**config.mk**
```make
export PLATFORM = sky130hd
export DESIGN_NAME = led_pulse_fade_color_blender
export DESIGN_NICKNAME = d
export VERILOG_FILES = /design/src/design/lpfcb_pkg.sv /design/src/design/led_pulse_fade_color_blender.sv /design/src/design/lpfcb_cfg.sv /design/src/design/lpfcb_ctrl.sv /design/src/design/lpfcb_dp.sv
export SDC_FILE = /design/constraint.sdc
export NUM_CORES = 1
export LEC_CHECK = 0
export ABC_AREA = 1
export BUFFER_PORTS_ARGS = -buffer_cell sky130_fd_sc_hd__buf_2
export CAP_MARGIN = 10
export CORE_ASPECT_RATIO = 1.2
export CORE_MARGIN = 2
export CORE_UTILIZATION = 40
export CTS_BUF_LIST = sky130_fd_sc_hd__clkbuf_8
export CTS_CLUSTER_DIAMETER = 200
export DETAILED_ROUTE_END_ITERATION = 16
export PLACE_DENSITY = 0.65
export SETUP_SLACK_MARGIN = 0.15
export SLEW_MARGIN = 20
export SYNTH_ARGS = -nofsm -noshare
export SYNTH_HDL_FRONTEND = slang
export SYNTH_SLANG_ARGS = --single-unit
```
**constraint.sdc**
```tcl
create_clock -name clk -period 8.25 [get_ports clk]
set_input_delay 1.65 -clock clk [delete_from_list [all_inputs] [get_ports clk]]
set_output_delay 1.65 -clock clk [all_outputs]
set_load 0.01 [all_outputs]
```
**src/design/lpfcb_pkg.sv**
```systemverilog
`default_nettype none

package lpfcb_pkg;

  // Item opcodes
  localparam logic [1:0] OP_LOAD  = 2'd0;
  localparam logic [1:0] OP_PROBE = 2'd1;
  localparam logic [1:0] OP_TICK  = 2'd2;

  // Configuration register indexes
  localparam int unsigned CFG_IDX_W = 3;
  localparam logic [CFG_IDX_W-1:0] REG_PULSE_GAIN     = 3'd0;
  localparam logic [CFG_IDX_W-1:0] REG_CEILING        = 3'd1;
  localparam logic [CFG_IDX_W-1:0] REG_DECAY_STEP     = 3'd2;
  localparam logic [CFG_IDX_W-1:0] REG_DECAY_INTERVAL = 3'd3;
  localparam logic [CFG_IDX_W-1:0] REG_PROGRESS_SPAN  = 3'd4;
  localparam logic [CFG_IDX_W-1:0] REG_PROGRESS_SCALE = 3'd5;
  localparam int unsigned CFG_DATA_W = 16;

  typedef struct packed {
    logic [7:0]  pulse_gain;
    logic [7:0]  brightness_ceiling;
    logic [7:0]  decay_step;
    logic [15:0] decay_interval;
    logic [15:0] progress_span;
    logic [7:0]  progress_scale;
  } cfg_t;

  localparam cfg_t CFG_RESET = '{
    pulse_gain:         8'd32,
    brightness_ceiling: 8'd255,
    decay_step:         8'd1,
    decay_interval:     16'd10,
    progress_span:      16'd100,
    progress_scale:     8'd255
  };

  // Divider lanes: three color channels, then the progress value
  typedef logic [1:0] lane_t;
  localparam lane_t LANE_RED   = 2'd0;
  localparam lane_t LANE_GREEN = 2'd1;
  localparam lane_t LANE_BLUE  = 2'd2;
  localparam lane_t LANE_PROG  = 2'd3;

  // Two quotient bits per step, eight quotient bits per division
  typedef logic [1:0] step_t;
  localparam step_t STEP_LAST = 2'd3;

  typedef enum logic [2:0] {
    S_IDLE,
    S_APPLY,
    S_LEVEL,
    S_MUL,
    S_DIV,
    S_STORE,
    S_FIN
  } state_t;

  typedef struct packed {
    logic  capture;
    logic  apply;
    logic  level_upd;
    logic  mul;
    logic  div_step;
    logic  div_first;
    logic  store;
    logic  emit;
    lane_t lane;
  } ctrl_cmd_t;

  typedef struct packed {
    logic is_tick;
    logic is_probe;
  } dp_status_t;

endpackage

`default_nettype wire

```
**src/design/led_pulse_fade_color_blender.sv**
```systemverilog
// LED drive engine: one item in, one result beat out. A load item (opcode 0)
// moves the next color to the base and takes new_red/green/blue as the next
// color. A probe item (opcode 1) adds probe_count * pulse_gain to the
// brightness level, clipped at brightness_ceiling, and adds probe_count to a
// saturating 16-bit probe total. A tick item (opcode 2) first rolls the
// palette over to the supplied color once the probe total reaches
// progress_span (clearing the total), then blends each channel from base
// toward next by probe_total / progress_span truncated toward zero, and every
// decay_interval ticks lowers the level by decay_step, floored at zero.
// Opcode 3 changes nothing. Each result carries the blended color, the
// brightness (for a tick, the level before that tick's decay) and
// color_progress = probe_total * progress_scale / progress_span, clipped at
// 255. Items are processed one at a time by a shared 8x16 multiplier and a
// radix-4 restoring divider that runs once per color channel on a tick and
// once for the progress value on every item; each division runs a multiply,
// four two-bit steps and a write back. The result sits in an output
// register, so a new item is accepted while the previous result waits on
// result_stall. Configuration writes (cfg_index 0..5, data in cfg_data) are
// taken while the engine is idle; item_stall is high and cfg_ready low
// while an item is in flight.
`default_nettype none

module led_pulse_fade_color_blender (
  input  wire logic                             clk,
  input  wire logic                             rst,
  // item channel
  input  wire logic                             item_valid,
  output logic                                  item_stall,
  input  wire logic [1:0]                       opcode,
  input  wire logic [7:0]                       probe_count,
  input  wire logic [7:0]                       new_red,
  input  wire logic [7:0]                       new_green,
  input  wire logic [7:0]                       new_blue,
  // result channel
  output logic                                  result_valid,
  input  wire logic                             result_stall,
  output logic [7:0]                            red,
  output logic [7:0]                            green,
  output logic [7:0]                            blue,
  output logic [7:0]                            brightness,
  output logic [7:0]                            color_progress,
  // configuration write channel
  input  wire logic                             cfg_valid,
  output logic                                  cfg_ready,
  input  wire logic [lpfcb_pkg::CFG_IDX_W-1:0]  cfg_index,
  input  wire logic [lpfcb_pkg::CFG_DATA_W-1:0] cfg_data
);
  import lpfcb_pkg::*;

  cfg_t       cfg;
  ctrl_cmd_t  cmd;
  dp_status_t status;

  // Register file; writes land only while the controller is idle
  lpfcb_cfg u_cfg (
    .clk       (clk),
    .rst       (rst),
    .cfg_valid (cfg_valid),
    .cfg_ready (cfg_ready),
    .cfg_index (cfg_index),
    .cfg_data  (cfg_data),
    .cfg       (cfg)
  );

  // Sequencer: apply, level update on a probe, divider lanes, then emit
  lpfcb_ctrl u_ctrl (
    .clk          (clk),
    .rst          (rst),
    .item_valid   (item_valid),
    .item_stall   (item_stall),
    .result_valid (result_valid),
    .result_stall (result_stall),
    .cfg_ready    (cfg_ready),
    .status       (status),
    .cmd          (cmd)
  );

  // Engine state, shared multiplier, divider and output register
  lpfcb_dp u_dp (
    .clk            (clk),
    .rst            (rst),
    .opcode         (opcode),
    .probe_count    (probe_count),
    .new_red        (new_red),
    .new_green      (new_green),
    .new_blue       (new_blue),
    .cfg            (cfg),
    .cmd            (cmd),
    .status         (status),
    .red            (red),
    .green          (green),
    .blue           (blue),
    .brightness     (brightness),
    .color_progress (color_progress)
  );

endmodule

`default_nettype wire

```
**src/design/lpfcb_cfg.sv**
```systemverilog
`default_nettype none

module lpfcb_cfg (
  input  wire logic                             clk,
  input  wire logic                             rst,
  input  wire logic                             cfg_valid,
  input  wire logic                             cfg_ready,
  input  wire logic [lpfcb_pkg::CFG_IDX_W-1:0]  cfg_index,
  input  wire logic [lpfcb_pkg::CFG_DATA_W-1:0] cfg_data,
  output lpfcb_pkg::cfg_t                       cfg
);
  import lpfcb_pkg::*;

  always_ff @(posedge clk) begin
    if (rst) begin
      cfg <= CFG_RESET;
    end else if (cfg_valid && cfg_ready) begin
      unique case (cfg_index)
        REG_PULSE_GAIN:     cfg.pulse_gain         <= cfg_data[7:0];
        REG_CEILING:        cfg.brightness_ceiling <= cfg_data[7:0];
        REG_DECAY_STEP:     cfg.decay_step         <= cfg_data[7:0];
        REG_DECAY_INTERVAL: cfg.decay_interval     <= cfg_data;
        REG_PROGRESS_SPAN:  cfg.progress_span      <= cfg_data;
        REG_PROGRESS_SCALE: cfg.progress_scale     <= cfg_data[7:0];
        default: ;  // drop writes to unmapped indexes
      endcase
    end
  end

endmodule

`default_nettype wire

```
**src/design/lpfcb_ctrl.sv**
```systemverilog
`default_nettype none

module lpfcb_ctrl (
  input  wire logic                   clk,
  input  wire logic                   rst,
  input  wire logic                   item_valid,
  output logic                        item_stall,
  output logic                        result_valid,
  input  wire logic                   result_stall,
  output logic                        cfg_ready,
  input  wire lpfcb_pkg::dp_status_t  status,
  output lpfcb_pkg::ctrl_cmd_t        cmd
);
  import lpfcb_pkg::*;

  state_t state, state_next;
  lane_t  lane, lane_next;
  step_t  step, step_next;
  logic   result_valid_next;
  logic   out_free;

  always_ff @(posedge clk) begin
    if (rst) begin
      state        <= S_IDLE;
      lane         <= LANE_RED;
      step         <= '0;
      result_valid <= 1'b0;
    end else begin
      state        <= state_next;
      lane         <= lane_next;
      step         <= step_next;
      result_valid <= result_valid_next;
    end
  end

  assign out_free   = !result_valid || !result_stall;
  assign item_stall = (state != S_IDLE);
  assign cfg_ready  = (state == S_IDLE);

  always_comb begin
    state_next = state;
    lane_next  = lane;
    step_next  = step;
    cmd        = '0;
    cmd.lane   = lane;

    unique case (state)
      S_IDLE: begin
        if (item_valid) begin
          cmd.capture = 1'b1;
          state_next  = S_APPLY;
        end
      end
      S_APPLY: begin
        cmd.apply = 1'b1;
        if (status.is_probe) begin
          state_next = S_LEVEL;
        end else begin
          state_next = S_MUL;
          lane_next  = status.is_tick ? LANE_RED : LANE_PROG;
        end
      end
      S_LEVEL: begin
        cmd.level_upd = 1'b1;
        lane_next     = LANE_PROG;
        state_next    = S_MUL;
      end
      S_MUL: begin
        cmd.mul    = 1'b1;
        step_next  = '0;
        state_next = S_DIV;
      end
      S_DIV: begin
        cmd.div_step  = 1'b1;
        cmd.div_first = (step == '0);
        step_next     = step + 2'd1;
        if (step == STEP_LAST) begin
          state_next = S_STORE;
        end
      end
      S_STORE: begin
        cmd.store = 1'b1;
        if (lane == LANE_PROG) begin
          state_next = S_FIN;
        end else begin
          lane_next  = lane + 2'd1;
          state_next = S_MUL;
        end
      end
      S_FIN: begin
        if (out_free) begin
          cmd.emit   = 1'b1;
          state_next = S_IDLE;
        end
      end
      default: state_next = S_IDLE;
    endcase
  end

  always_comb begin
    if (cmd.emit) begin
      result_valid_next = 1'b1;
    end else if (result_valid && !result_stall) begin
      result_valid_next = 1'b0;
    end else begin
      result_valid_next = result_valid;
    end
  end

endmodule

`default_nettype wire

```
**src/design/lpfcb_dp.sv**
```systemverilog
`default_nettype none

module lpfcb_dp (
  input  wire logic                  clk,
  input  wire logic                  rst,
  input  wire logic [1:0]            opcode,
  input  wire logic [7:0]            probe_count,
  input  wire logic [7:0]            new_red,
  input  wire logic [7:0]            new_green,
  input  wire logic [7:0]            new_blue,
  input  wire lpfcb_pkg::cfg_t       cfg,
  input  wire lpfcb_pkg::ctrl_cmd_t  cmd,
  output lpfcb_pkg::dp_status_t      status,
  output logic [7:0]                 red,
  output logic [7:0]                 green,
  output logic [7:0]                 blue,
  output logic [7:0]                 brightness,
  output logic [7:0]                 color_progress
);
  import lpfcb_pkg::*;

  // Captured item
  logic [1:0]  op;
  logic [7:0]  cnt;
  logic [23:0] fresh;

  // Engine state
  logic [23:0] base_color, next_color, current_color;
  logic [7:0]  level;
  logic [15:0] probe_total;
  logic [15:0] ticks_since_decay;

  // Working registers
  logic [7:0]  shown;
  logic [7:0]  progress;
  logic [23:0] acc;
  logic [7:0]  quo;
  logic        div_zero, div_sat;

  logic [7:0]  base_ch, next_ch, mag, qv, blend;
  logic        neg;
  logic [7:0]  mul_a;
  logic [15:0] mul_b;
  logic [23:0] prod;
  logic [16:0] pt_sum, lvl_sum;
  logic [15:0] pt_sat;
  logic [7:0]  lvl_new;
  logic [15:0] tsd_inc;
  logic [16:0] span_x, t1, d1, t2, d2;
  logic        ge1, ge2;

  function automatic logic [7:0] get_chan(input logic [23:0] c, input lane_t l);
    logic [7:0] v;
    unique case (l)
      LANE_RED:   v = c[23:16];
      LANE_GREEN: v = c[15:8];
      default:    v = c[7:0];
    endcase
    return v;
  endfunction

  assign status.is_tick  = (op == OP_TICK);
  assign status.is_probe = (op == OP_PROBE);

  // Channel difference as sign and magnitude
  assign base_ch = get_chan(base_color, cmd.lane);
  assign next_ch = get_chan(next_color, cmd.lane);
  assign neg     = (next_ch < base_ch);
  assign mag     = neg ? (base_ch - next_ch) : (next_ch - base_ch);

  // Shared 8x16 multiplier: pulse product at apply, numerators otherwise
  always_comb begin
    if (cmd.apply) begin
      mul_a = cnt;
      mul_b = {8'b0, cfg.pulse_gain};
    end else begin
      mul_a = (cmd.lane == LANE_PROG) ? cfg.progress_scale : mag;
      mul_b = probe_total;
    end
  end
  assign prod = {16'b0, mul_a} * {8'b0, mul_b};

  assign pt_sum  = {1'b0, probe_total} + {9'b0, cnt};
  assign pt_sat  = pt_sum[16] ? 16'hFFFF : pt_sum[15:0];
  assign lvl_sum = {9'b0, level} + {1'b0, acc[15:0]};
  assign lvl_new = (lvl_sum > {9'b0, cfg.brightness_ceiling}) ?
                   cfg.brightness_ceiling : lvl_sum[7:0];
  assign tsd_inc = (ticks_since_decay == 16'hFFFF) ? ticks_since_decay :
                   ticks_since_decay + 16'd1;

  // Radix-4 restoring step: two quotient bits per cycle
  assign span_x = {1'b0, cfg.progress_span};
  assign t1     = {acc[23:8], acc[7]};
  assign ge1    = (t1 >= span_x);
  assign d1     = ge1 ? (t1 - span_x) : t1;
  assign t2     = {d1[15:0], acc[6]};
  assign ge2    = (t2 >= span_x);
  assign d2     = ge2 ? (t2 - span_x) : t2;

  assign qv    = div_zero ? 8'd0 : (div_sat ? 8'd255 : quo);
  assign blend = neg ? (base_ch - qv) : (base_ch + qv);

  always_ff @(posedge clk) begin
    if (rst) begin
      base_color        <= '0;
      next_color        <= '0;
      current_color     <= '0;
      level             <= '0;
      probe_total       <= '0;
      ticks_since_decay <= '0;
    end else begin
      if (cmd.apply) begin
        unique case (op)
          OP_LOAD: begin
            base_color <= next_color;
            next_color <= fresh;
          end
          OP_PROBE: probe_total <= pt_sat;
          OP_TICK: begin
            if (probe_total >= cfg.progress_span) begin
              probe_total <= '0;
              base_color  <= next_color;
              next_color  <= fresh;
            end
            if (tsd_inc >= cfg.decay_interval) begin
              ticks_since_decay <= '0;
              level <= (level >= cfg.decay_step) ? (level - cfg.decay_step) : 8'd0;
            end else begin
              ticks_since_decay <= tsd_inc;
            end
          end
          default: ;  // unused opcode leaves the state alone
        endcase
      end
      if (cmd.level_upd && op == OP_PROBE) begin
        level <= lvl_new;
      end
      if (cmd.store) begin
        unique case (cmd.lane)
          LANE_RED:   current_color[23:16] <= blend;
          LANE_GREEN: current_color[15:8]  <= blend;
          LANE_BLUE:  current_color[7:0]   <= blend;
          LANE_PROG:  ;
        endcase
      end
    end
  end

  always_ff @(posedge clk) begin
    if (cmd.capture) begin
      op    <= opcode;
      cnt   <= probe_count;
      fresh <= {new_red, new_green, new_blue};
    end

    // Level shown with the result is taken before a tick's decay
    if (cmd.apply) begin
      shown <= level;
    end else if (cmd.level_upd && op == OP_PROBE) begin
      shown <= lvl_new;
    end

    if (cmd.apply || cmd.mul) begin
      acc <= prod;
    end else if (cmd.div_step) begin
      acc <= {d2[15:0], acc[5:0], 2'b00};
    end

    if (cmd.div_first) begin
      div_zero <= (acc == '0);
      div_sat  <= (acc[23:8] >= cfg.progress_span);
    end
    if (cmd.div_step) begin
      quo <= {quo[5:0], ge1, ge2};
    end

    if (cmd.store && cmd.lane == LANE_PROG) begin
      progress <= qv;
    end

    if (cmd.emit) begin
      red            <= current_color[23:16];
      green          <= current_color[15:8];
      blue           <= current_color[7:0];
      brightness     <= shown;
      color_progress <= progress;
    end
  end

endmodule

`default_nettype wire

```
==> results of run 1 <==
## logic make-up after synthesis
logic type	synth area share [%]
buffers and inverters	8.82
adder cells (fa/ha/maj)	18.9
XOR/XNOR	3.09
multiplexers	0.140
AO/OA/AOI/OAI	16.6
AND/OR/NAND/NOR	18.0
flip-flops	34.4
## flip-flops by register name (all words and copies together) (netlist names), 16 cells and up
| register | count |
|---|---|
| u_dp.ticks_since_decay | 16 |
| u_dp.next_color | 24 |
| u_cfg.cfg | 64 |
| u_dp.acc | 24 |
| u_dp.probe_total | 16 |
| u_dp.base_color | 24 |
| u_dp.current_color | 24 |
| u_dp.fresh | 24 |
## power groups by stage
stage	registers, mW	clock network (mW)	logic [mW]
after floorplan	1.95	0	3.29
after global placement	2.04	0	4.39
after detailed placement	2.04	0	4.43
after CTS	2.01	1.34	4.46
after global routing	2.03	1.39	5.07
final	2.01	1.31	4.52
## path summary, 6_finish.rpt
path / end / slack [ps] / start
min: u_dp.blue[5] / 420 / u_dp.current_color[5]
max reg2reg: u_dp.acc[20] / 670 / u_ctrl.lane[0]
max: u_dp.acc[20] / 670 / u_ctrl.lane[0]
min reg2reg: u_dp.blue[5] / 420 / u_dp.current_color[5]
## metal layers
layer / global-route usage [%] / share of wire (%) / up-vias
li1: - / - / 9281
met1: 27.6 / 42 / 9000
met2: 39.6 / 48 / 638
met3: 2.83 / 5.6 / 143
met4: 10.6 / 4.4 / 0
met5: 0 / 0 / -
## placed cells by master (no fill, tap or decap), drive strengths merged, types with 3 or more instances in the layout
| cell type | count |
|---|---|
| a22oi | 5 |
| edfxtp | 124 |
| a211oi | 15 |
| nor3b | 3 |
| a21o | 9 |
| nor2 | 253 |
| a31oi | 15 |
| a21oi | 257 |
| fa | 92 |
| xor2 | 52 |
| nand3 | 126 |
| or2 | 11 |
| o21ai | 255 |
| clkinvlp | 4 |
| nor3 | 36 |
| clkbuf | 60 |
| o211ai | 36 |
| o22ai | 9 |
| clkinv | 13 |
| ha | 178 |
| a21boi | 11 |
| mux2i | 3 |
| xnor2 | 24 |
| buf | 129 |
| nand4 | 24 |
| o21a | 14 |
| dfxtp | 184 |
| o21bai | 7 |
| nand2 | 457 |
| nor4 | 12 |
| inv | 435 |
## worst max-delay path, delay by kind of cell, from the launching register on
family          cells  cell delay (ps)
compound gates      8             1190
fa+ha+maj           7             3100
buf+inv             7              590
flops               1              380
mux                 1              260
simple gates       17             1780
## final cells by class
type | instances | share of cell area [%]
timing repair buffer | 129 | 3.07
tap | 712 | 3.73
clock buffer | 60 | 3.46
clock inverter | 33 | 0.660
inverter | 419 | 6.60
antenna | 1 | 0.0105
multi-input combinational | 1919 | 51.5
sequential | 308 | 31.0
==> results.md, run 1 <==
- Ys Warns: 0
- Via count: 19100
- Largest cells by area after synthesis: edfxtp_1 (17%), dfxtp_1 (17%), ha_1 (10%), fa_1 (8.6%), nand2_1 (7.9%)
- IO Count: 101
- Max-cap violations: 0
- Worst reg2reg path depth: 40
- Cell area after synthesis: 21500 µm²
- Worst Path Arrival: 7930 ps
- Final Critical Period: 7580 ps
- Layout fillers: 5336
- Post-Syn Instances: 2721
- Insertion delay to the later sink of the worst-skew pair: 640 ps
- Pint: 4.07 mW
- DRC: 0
- Post-synth cell types: 55
- Die Width: 216 µm
- Leak Pwr: 11.1 nW
- Clk slew on worst S/H paths: 70 ps
- TritonCTS clock tree: yes
- I/O Buffers: 100
- Initial DRC count: 1409
- Ys async rst share: 0%
- Drt wl/cell: 17.9 µm
- Top-count cell post-synth: nand2_1
- Crit Path Class: flip-flop to flip-flop
- Die height: 258 µm
- Switching Fraction: 48.1%
- Post-Synthesis Net Count: 3049
- Required @ worst endpoint: 8600 ps
- Post_cts resized: 0
- Number of nets in the layout: 3155
- Register area: 7410 µm²
- Global-route wire length before repair: 99900 µm
- Register area share after synthesis: 34.4%
- CP Capture Type: flip-flop
- Startpoint Class: flip-flop
- Largest net degree at the start of global routing: 85
- CORE AREA: 53400 µm²
- Total track usage: 22.6%
- Synthesized flop and latch total: 308
- Post-CTS setup repair buffer count: 0
- Initial Util: 40.3%
- Clock skew: 35.8 ps
- Routed WL: 64200 µm
- Clock power share: 16.7%
- Root buf cell: clkbuf_8
- Multi-input gate area: 12300 µm²
- Post-synth top flop: dfxtp_1
- Setup Viol. Count Final: 0
- Vias per inst: 5.32
- Floorplan row count: 93
- Final Util: 44.7%
- PnR worst setup slack: 669 ps
- Top cells by count, synth: nand2_1 (452), inv_1 (406), a21oi_1 (254)
- Maximum VDD drop: 0.210 mV
- Worst slew margin: 27.7%
- Pins Over Slew Limit: 0
- Slowest stage delay, CP: 550 ps
- First-pass detailed-route iteration total: 6
- Sequential share of power: 25.7%
- Worst hold margin: 417 ps
- Type of the tightest min-delay check: flip-flop to flip-flop
- Remaining Overflow, GRT: 0
- Switching Power: 3.77 mW
- Slew @ Worst Pin: 1050 ps
- Die area: 55700 µm²
- Comb power frac: 57.6%
- Vias in the first global route: 18600
- CTS sink cnt: 308
- Share of the synthesized area in the top cell type: 17.3%
- Max clock buf depth: 3
- Htree depth: 2
- Placed Area: 22800 µm²
- Worst hold path cell count: 0
- Dpl ws: 287 ps
- Pwr/cell area: 328 nW/µm²
- Status: completed
- Final hold vios: 0
- Post-synth EDFFs: 124
- Layout area overhead: 11.0%
- Setup TNS: 0 ps
- Fin cells: 3581
- Post-DP HPWL: 50100 µm
- Cts bufs inserted: 50
- Antenna Nets Post-Route: 0
- Critical-path top delay cell: fa_1
- Initial antenna violation count: 1
- Max Clk Rate: 132 MHz
- Synth Area per Inst: 7.91 µm²
- Crit Path Max Fanout: 10
- Placed insts: 3487
- Cts-stage hold buffer count: 0
- Total power draw: 7.84 mW
- RSZ-0062 raised after global routing: false
- Layout cells sized above 1: 9.03%
- Final period util: 91.9%
- Most common cell on crit path: nand2_1
- Synth area leader: edfxtp_1
- Gpl congestion: 0.980
- Design area: 23900 µm²
No activity file was read; power rests on OpenSTA's default activity.
==> inputs of run 2 (changes only) <==
- PLACE_DENSITY: 0.65 -> 0.64
==> run 2 against run 1 <==
Against the previous run:
- non-clock buffer count up 4
- combinational power about the same
- final area grew 0.81%
- sequential cell count unchanged
- highest routed layer unchanged
==> results.md, run 2 (synthesized netlist as in run 1, its figures left out) <==
- Number of nets in the layout: 3161
- Required @ worst endpoint: 8600 ps
- M2 GR Usage: 40.3%
- RSZ-0062 raised after global routing: true
- I/O Buffers: 100
- Max Clk Rate: 132 MHz
- CORE AREA: 53400 µm²
- Final period util: 92.0%
- Crit Path Class: flip-flop to flip-flop
- CP Capture Type: flip-flop
- Die height: 258 µm
- Commonest non-fill, non-tap cell in the layout: nand2_1
- Total track usage: 23.2%
- Global-route wire length before repair: 103000 µm
- Pint: 4.25 mW
- Final hold vios: 0
- Setup Viol. Count Final: 0
- Critical-path top delay cell: fa_1
- Slowest stage delay, CP: 540 ps
- Max-cap violations: 0
- Leak Pwr: 11.1 nW
- Largest net degree at the start of global routing: 85
- Cts-stage hold buffer count: 0
- Final Critical Period: 7590 ps
- Worst hold margin: 417 ps
- Vias per inst: 5.30
- Pins Over Slew Limit: 0
- Largest Register: u_cfg.cfg
- Setup TNS: 0 ps
- Crit Path Max Fanout: 10
- Post-DP HPWL: 50900 µm
- Maximum VDD drop: 0.230 mV
- TritonCTS clock tree: yes
- Comb power frac: 56.6%
- Pwr/cell area: 334 nW/µm²
- Clk slew on worst S/H paths: 70 ps
- Root buf cell: clkbuf_8
- Worst Path Arrival: 7950 ps
- Initial antenna violation count: 1
- Clock power share: 18.6%
- Most frequent cells in the layout: nand2_1 (451), inv_1 (414), a21oi_1 (251), nor2_1 (247), o21ai_0 (239)
- Total power draw: 8.04 mW
- Antenna Nets Post-Route: 0
- Worst slew margin: 22.0%
- IO Count: 101
- Routed WL: 65200 µm
- Sequential share of power: 24.9%
- Startpoint Class: flip-flop
- Initial DRC count: 1257
- Switching Power: 3.80 mW
- Most common cell on crit path: nand2_1
- Critical Path End: u_dp.acc[18]
- Vias in the first global route: 19000
- Worst reg2reg path depth: 40
- Htree depth: 2
- Layout area overhead: 11.9%
- Insertion delay to the later sink of the worst-skew pair: 630 ps
- Dpl ws: 278 ps
- Layout cells sized above 1: 9.59%
- CTS sink cnt: 308
- Clock skew: 21.9 ps
- Status: completed
- Via count: 19000
- First-pass detailed-route iteration total: 8
- Remaining Overflow, GRT: 0
- Initial Util: 40.3%
- Largest register FFs: 64
- R2R Setup Slk: 660 ps
- M3 GR Usage: 3.29%
- Die Width: 216 µm
- Max clock buf depth: 3
- DRC: 0
- PnR worst setup slack: 657 ps
- Worst r2r src: u_ctrl.lane[1]
- Slew @ Worst Pin: 1140 ps
- GR peak layer: met2
- Gpl congestion: 0.959
- Die area: 55700 µm²
- HP Start: u_dp.progress[7]
- Met1 Resource Use GR: 28.3%
- Switching Fraction: 47.2%
- Worst Setup SP: u_ctrl.lane[1]
- Type of the tightest min-delay check: flip-flop to flip-flop
- Cts bufs inserted: 52
- Floorplan row count: 93
- Layout fillers: 5235
- Worst R2R End: u_dp.acc[18]
- Drt wl/cell: 18.2 µm
==> run 2: cell count changes in the layout (fill, tap and decap cells not counted), sizes merged <==
cell	delta
buf	+4
bufinv	+5
clkbuf	-1
clkinv	+11
clkinvlp	-1
inv	-9
==> run 2: through the flow <==
step / instance area [µm²] / cells / utilization (%)
floorplan: 21500 / 2721 / -
global placement: 22800 / 3487 / 42.8
detailed placement: 22800 / 3487 / 42.8
CTS: 24000 / 3585 / 44.9
global route: 24100 / 3590 / 45.1
finish: 24100 / 3590 / 45.1
==> run 2: power groups by stage <==
stage / Clock (mW) / Combinational, mW / Sequential [mW]
floorplan: 0 / 3.29 / 1.95
global placement: 0 / 4.35 / 2.03
detailed placement: 0 / 4.41 / 2.03
CTS: 1.53 / 4.44 / 2.00
global route: 1.59 / 5.12 / 2.02
finish: 1.49 / 4.55 / 2.00
==> run 2: per-layer routing <==
metal / part of all wire, % / wire length [µm] / vias up
li1: - / - / 9300
met5: 0 / 0 / -
met3: 5.0 / 3250 / 140
met2: 48 / 31400 / 579
met4: 4.8 / 3120 / 0
met1: 42 / 27500 / 9019
==> run 2: cell type report <==
cell class                 count  area (µm²)  share of cell area, %
multi-input combinational   1919       12300                   51.1
tap                          712         891                   3.70
antenna                        1        2.50                 0.0104
timing repair buffer         133         764                   3.17
sequential                   308        7410                   30.8
clock buffer                  59         812                   3.37
inverter                     419        1570                   6.54
clock inverter                39         323                   1.34
==> run 2: timing repair <==
action                                 4_1_cts  5_1_grt
resized for setup                            0       22
endpoints found under the hold margin        0        0
buffers inserted                             0        4
setup endpoints to repair                    0       11
==> run 2: worst min-delay path by stage <==
stage,endpoint,slack (ps),cells past startpoint
5_1_grt,u_dp.color_progress[3],430,0
3_3_place_gp,u_dp.brightness[4],410,0
2_1_floorplan,u_dp.brightness[0],400,0
4_1_cts,u_dp.color_progress[7],420,0
6_report,u_dp.color_progress[7],420,0
3_5_place_dp,u_dp.color_progress[7],400,0
==> run 2: critical path: cells and delay by family (launching register included) <==
| family | cells | cell delay (ps) |
|---|---|---|
| adders and majority gates | 7 | 3090 |
| and+or+nand+nor | 15 | 1560 |
| AOI/OAI and AO/OA | 8 | 1130 |
| buffers and inverters | 8 | 770 |
| DFF | 1 | 360 |
| muxes | 1 | 260 |
| xor gates and xnor gates | 1 | 130 |
